==> src/sv/cbk_pkg.sv <==
`timescale 1ns / 1ps
// Shared types, constants and arithmetic helpers for the cubic B-spline kernel.
// No dependencies; imported by every module of the block.
package cbk_pkg;

    localparam int FRAC_BITS   = 16;
    localparam int COORD_W     = 18;
    localparam int FAC_W       = 18;
    localparam int CHAIN_W     = 19;
    localparam int VALUE_W     = 18;
    localparam int GRAD_W      = 19;
    localparam int NUM_LANES   = 3;
    localparam int NDIM_W      = 2;

    localparam int LANE_STAGES = 5;
    localparam int PROD_STAGES = 3;
    localparam int PIPE_STAGES = LANE_STAGES + PROD_STAGES;

    localparam int S_TDATA_W   = ((NUM_LANES * COORD_W + 7) / 8) * 8;
    localparam int M_TDATA_W   = ((VALUE_W + NUM_LANES * GRAD_W + 7) / 8) * 8;

    localparam logic [NDIM_W-1:0]  NUM_DIMS_RST = 2'd3;
    localparam logic [COORD_W-1:0] ONE          = COORD_W'(1 << FRAC_BITS);
    localparam logic [COORD_W-1:0] HALF         = COORD_W'(1 << (FRAC_BITS - 1));
    localparam logic [20:0]        RECIP3       = 21'd1398102;
    localparam logic [VALUE_W-1:0] VALUE_MAX    = '1;
    localparam logic [GRAD_W-1:0]  GRAD_POS_MAX = GRAD_W'((1 << (GRAD_W - 1)) - 1);
    localparam logic [GRAD_W-1:0]  GRAD_NEG_MAX = GRAD_W'(1 << (GRAD_W - 1));

    typedef logic signed [COORD_W-1:0] t_coord;
    typedef logic [FAC_W-1:0]          t_fac;
    typedef logic [CHAIN_W-1:0]        t_chain;

    typedef struct packed {
        t_fac v;
        t_fac g;
        logic neg;
        logic oob;
    } t_lane;

    // floor(x / 3) for x below 2^20
    function automatic t_fac div3(input logic [19:0] x);
        logic [40:0] pr;
        pr = 41'(x) * 41'(RECIP3);
        return pr[39:22];
    endfunction

    function automatic t_chain fx_mul(input t_chain a, input t_fac b);
        logic [36:0] pr;
        pr = 37'(a) * 37'(b);
        return pr[FRAC_BITS+CHAIN_W-1:FRAC_BITS];
    endfunction

    function automatic logic [GRAD_W-1:0] sat_grad(input t_chain mag, input logic negative);
        logic [GRAD_W-1:0] m;
        if (negative) begin
            m = (GRAD_W'(mag) > GRAD_NEG_MAX) ? GRAD_NEG_MAX : GRAD_W'(mag);
            return GRAD_W'(~m + 1'b1);
        end
        return (GRAD_W'(mag) > GRAD_POS_MAX) ? GRAD_POS_MAX : GRAD_W'(mag);
    endfunction

    function automatic logic [VALUE_W-1:0] sat_value(input t_chain mag);
        return (mag > CHAIN_W'(VALUE_MAX)) ? VALUE_MAX : mag[VALUE_W-1:0];
    endfunction

endpackage

==> src/sv/cbk_factor.sv <==
`timescale 1ns / 1ps
// One dimension's B-spline value and derivative factors, five register stages.
// Depends on cbk_pkg.
module cbk_factor
    import cbk_pkg::*;
(
    input  logic                   i_clk,
    input  logic [LANE_STAGES-1:0] i_en,
    input  t_coord                 i_coord,
    output t_lane                  o_lane
);

    logic [COORD_W-1:0] n_a;
    logic [COORD_W-1:0] n_tw;
    logic               n_neg;

    logic [15:0] r_s0_a, r_s0_x;
    logic [16:0] r_s0_t;
    logic        r_s0_inner, r_s0_neg, r_s0_oob;

    logic [31:0] n_s1_pp;
    logic [14:0] r_s1_p;
    logic [15:0] r_s1_a;
    logic [16:0] r_s1_t;
    logic        r_s1_inner, r_s1_neg, r_s1_oob;

    logic [31:0] n_s2_pq;
    logic [14:0] r_s2_q, r_s2_p;
    logic [15:0] r_s2_a;
    logic        r_s2_inner, r_s2_neg, r_s2_oob;

    logic [19:0] n_s3_b, n_s3_m, w_q20, w_p20, w_a20;
    logic [16:0] r_s3_b;
    logic [17:0] r_s3_m;
    logic        r_s3_neg, r_s3_oob;

    t_fac r_s4_v, r_s4_g;
    logic r_s4_neg, r_s4_oob;

    always_comb begin
        n_neg = i_coord[COORD_W-1];
        n_a   = n_neg ? COORD_W'(-i_coord) : COORD_W'(i_coord);
        n_tw  = ONE - n_a;
    end

    always_ff @(posedge i_clk) begin
        if (i_en[0]) begin
            r_s0_a     <= n_a[15:0];
            r_s0_t     <= n_tw[16:0];
            r_s0_x     <= (n_a <= HALF) ? n_a[15:0] : n_tw[15:0];
            r_s0_inner <= (n_a <= HALF);
            r_s0_neg   <= n_neg;
            r_s0_oob   <= (n_a > ONE);
        end
    end

    assign n_s1_pp = 32'(r_s0_x) * 32'(r_s0_x);

    always_ff @(posedge i_clk) begin
        if (i_en[1]) begin
            r_s1_p     <= n_s1_pp[FRAC_BITS+14:FRAC_BITS];
            r_s1_a     <= r_s0_a;
            r_s1_t     <= r_s0_t;
            r_s1_inner <= r_s0_inner;
            r_s1_neg   <= r_s0_neg;
            r_s1_oob   <= r_s0_oob;
        end
    end

    assign n_s2_pq = 32'(r_s1_p) * 32'(r_s1_t);

    always_ff @(posedge i_clk) begin
        if (i_en[2]) begin
            r_s2_q     <= n_s2_pq[FRAC_BITS+14:FRAC_BITS];
            r_s2_p     <= r_s1_p;
            r_s2_a     <= r_s1_a;
            r_s2_inner <= r_s1_inner;
            r_s2_neg   <= r_s1_neg;
            r_s2_oob   <= r_s1_oob;
        end
    end

    always_comb begin
        w_q20 = 20'(r_s2_q);
        w_p20 = 20'(r_s2_p);
        w_a20 = 20'(r_s2_a);
        if (r_s2_inner) begin
            n_s3_b = 20'(ONE) - ((w_q20 << 2) + (w_q20 << 1));
            n_s3_m = ((w_a20 << 3) + (w_a20 << 2)) - ((w_p20 << 4) + (w_p20 << 1));
        end else begin
            n_s3_b = w_q20 << 1;
            n_s3_m = (w_p20 << 2) + (w_p20 << 1);
        end
    end

    always_ff @(posedge i_clk) begin
        if (i_en[3]) begin
            r_s3_b   <= n_s3_b[16:0];
            r_s3_m   <= n_s3_m[17:0];
            r_s3_neg <= r_s2_neg;
            r_s3_oob <= r_s2_oob;
        end
    end

    always_ff @(posedge i_clk) begin
        if (i_en[4]) begin
            r_s4_v   <= div3(20'({r_s3_b, 2'b00}));
            r_s4_g   <= div3({r_s3_m, 2'b00});
            r_s4_neg <= r_s3_neg;
            r_s4_oob <= r_s3_oob;
        end
    end

    assign o_lane = '{v: r_s4_v, g: r_s4_g, neg: r_s4_neg, oob: r_s4_oob};

endmodule

==> config.mk <==
export PLATFORM = sky130hd
export DESIGN_NAME = cbk_factor
export DESIGN_NICKNAME = d
export VERILOG_FILES = /design/src/sv/cbk_pkg.sv /design/src/sv/cbk_factor.sv
export SDC_FILE = /design/constraint.sdc
export NUM_CORES = 2
export LEC_CHECK = 0
export CORE_MARGIN = 2
export CORE_UTILIZATION = 30
export CTS_CLUSTER_DIAMETER = 120
export DETAILED_ROUTE_END_ITERATION = 16
export DONT_BUFFER_PORTS = 1
export PLACE_DENSITY = 0.51
export SLEW_MARGIN = 20
export SYNTH_ARGS = -nofsm -noshare
export SYNTH_HDL_FRONTEND = slang
export SYNTH_SLANG_ARGS = --single-unit
==> constraint.sdc <==
create_clock -name i_clk -period 6.95 [get_ports i_clk]
set_input_delay 2.085 -clock i_clk [delete_from_list [all_inputs] [get_ports i_clk]]
set_output_delay 2.085 -clock i_clk [all_outputs]
set_load 0.01 [all_outputs]
==> out/results.ini <==
[worst_setup_path]
r2r_setup_slack_ps = 410
crit_chain = buf_2, and2_1, fa_1, inv_1, fa_1, inv_1, fa_1, fa_1, fa_1, inv_1, fa_1, inv_1, ha_1, nor3_1, o21ai_0, a211oi_2, o21ai_1, a31oi_1, buf_4, o21ai_0, o41a_1, or4_1, nand4_1
rr_startpoint = r_s1_p[3]
startpoint_type = register
path_class = register to register
rr_worst_depth = 23
end_kind = register
r2r-end = r_s2_q[14]
cp_common_cell = fa_1
cp_max_fo = 7
cpPeakStageDelay_ps = 530
crit_arrival_ps = 7000
cp_data_required_time_ps = 7410
slowest_stage = fa_1

[drt]
wl_per_cell_um = 15.5
wirelength_um = 75300
dr_wl_met3_um = 1780
met2_length_um = 36600
vias_per_cell = 4.36
wl_met1_um = 35300
top_layer_used = met4
ant_nets = 0
drt_iter0_markers = 823
dr.pass1.iters = 4
dr_total_vias = 21200
drc = 0

[final_layout]
nets = 4393
seq_area_mm2 = 0.00667
multiInputGateArea_mm2 = 0.0240
synthToLayoutAreaGrowth_pct = 9.24
diodes = 0
layout_common_cells = inv_1 (809), fa_1 (549), ha_1 (487)
fillCellCount = 11500
layout_commonest_cell = inv_1
drive_above_1_share_pct = 4.53

[grt]
grt_max_degree = 54
first_global_vias = 22900
antenna_found_initial = 0
track_usage_pct = 13.3
grt_pass1_wl_um = 123000
grt_overflow = 0

[synth]
synth_area_mm2 = 0.0340
postSynthCellCount = 3295
async_flop_share_pct = 0
synth_edf_count = 222
synth_nets = 4355
syn_area_per_cell_um2 = 10.3
synthFlopType = edfxtp_1
ys_ff_latch = 222
yosysWarningCount = 0
synth-seq-area-share_pct = 19.6
ys_types = 65

[timing]
setup_slack_ps = 405
post-route-period-util_pct = 94.2
worst_clock_skew_ps = 39.2
setup-violations-final = 0
final_hold_viol_count = 0
min_period_ps = 6540
fin_tns_setup_ps = 0
drv_slew = 0
max-slew-margin-rel_pct = 41.1
fmax_mhz = 153
rsz0062_at_grt = no
tightest_slew_ps = 878

[hold_path]
whs_endpoint = r_s1_t[5]
min_from = r_s0_t[5]
hp-class = register to register
hold_depth = 0

[clock_tree]
clk_pin_slew_ps = 70
cts.sinks = 222
hold_buffers = 0
cts_buffer_depth = 3
cts.root.buffer_cell = clkbuf_16
h-tree-depth = 1
cts_buffers = 29
cts_tree = yes
clkLatencyLatePin_ps = 610

[die]
start_util_pct = 30.2
io_pins = 62
coreArea_mm2 = 0.112
die_area_mm2 = 0.116
chipWidth_um = 340
fp.dieH_um = 340
rows = 123

[place]
dp_hpwl_um = 64700
place_congestion = 0.846
portBuffers = 0
dp_worst_setup_slack_ps = 134

[run]
drv_cap = 0

[status]
status = complete, no violations

-- routing by layer --
layer	vias up	GRT usage (%)
met5	-	0
met4	0	2.74
met3	80	1.32
met2	217	23.2
met1	10400	17.8
li1	10500	-
-- worst max path at each step --
stage,start,to,slack [ps],cells after the start
detailed placement,r_s1_t[6],r_s2_q[14],130,22
global route,r_s1_p[1],r_s2_q[14],0.3,22
floorplan,r_s1_p[0],r_s2_q[14],520,22
global placement,r_s1_t[6],r_s2_q[14],260,22
CTS,r_s1_t[6],r_s2_q[14],170,22
finish,r_s1_p[3],r_s2_q[14],410,23
-- critical path: cells and delay by family, from the launching register on --
family,cells,cell delay [ps]
AO/OA/AOI/OAI,6,1350
adder cells (fa/ha/maj),7,3130
buffers and inverters,6,560
flip-flops,1,520
AND/OR/NAND/NOR,4,880
-- state kept, by name, summed over array words and instances (netlist names), 15 cells and up --
register / cells
r_s4_g: 18
r_s4_v: 18
r_s3_m: 17
r_s0_a: 16
r_s0_t: 16
r_s1_a: 16
r_s1_t: 16
r_s2_a: 16
r_s3_b: 16
r_s0_x: 15
r_s1_p: 15
r_s2_p: 15
r_s2_q: 15
-- cells in the mapped netlist, drive strengths merged, types with 4 or more instances --
master / n / area (µm²)
a2111oi: 5 / 43.8
a211o: 5 / 43.8
a211oi: 10 / 75.1
a21boi: 6 / 45.0
a21o: 36 / 278
a21oi: 90 / 450
a31o: 6 / 52.6
a31oi: 11 / 68.8
and2: 202 / 1260
and3: 8 / 50.1
buf: 6 / 32.5
clkbuf: 61 / 229
edfxtp: 222 / 6670
fa: 549 / 11000
ha: 487 / 6090
inv: 809 / 3040
mux2: 4 / 48.8
mux2i: 6 / 60.1
nand2: 238 / 893
nand2b: 13 / 81.3
nand3: 28 / 140
nand4: 14 / 87.6
nor2: 85 / 319
nor2b: 19 / 119
nor3: 36 / 180
o2111ai: 5 / 43.8
o211ai: 5 / 37.5
o21a: 17 / 128
o21ai: 73 / 365
o21bai: 8 / 60.1
o31ai: 4 / 30.0
o41ai: 5 / 51.3
or2: 5 / 31.3
or3: 15 / 98.8
or4: 6 / 56.3
xnor2: 100 / 876
xor2: 59 / 517
-- cell type report --
type | count | share of cell area (%)
multi-input combinational | 2196 | 64.7
sequential | 222 | 18.0
inverter | 810 | 8.21
tap | 1500 | 5.06
clock buffer | 30 | 1.97
timing repair buffer | 74 | 1.49
clock inverter | 23 | 0.610
-- through the flow --
step	utilization, %	instance area (µm²)	cells	hold slack, ps
after floorplan	-	34000	3295	400
after global placement	32.1	36100	4795	401
after detailed placement	32.1	36100	4795	405
after CTS	33.0	37000	4848	410
after global routing	33.0	37100	4855	412
final	33.0	37100	4855	411
-- cell families (layout without fill, tap and decap cells) --
family / count (synthesis) / count (layout) / share of synthesized area [%]
adders and majority gates: 1036 / 1036 / 50.3
buffers and inverters: 877 / 937 / 9.74
muxes: 10 / 10 / 0.321
xor gates and xnor gates: 159 / 159 / 4.10
and+or+nand+nor: 683 / 683 / 10.1
DFF: 222 / 222 / 19.6
AOI/OAI and AO/OA: 308 / 308 / 5.80
-- timing repair --
action                                  4_1_cts  5_1_grt
endpoints found under the setup margin        0       10
setup buffers                                 0        7
gates resized for setup                       0        7
Power is not shown: default switching activity piles up to over one toggle a cycle in this logic, so the estimate is an artifact.
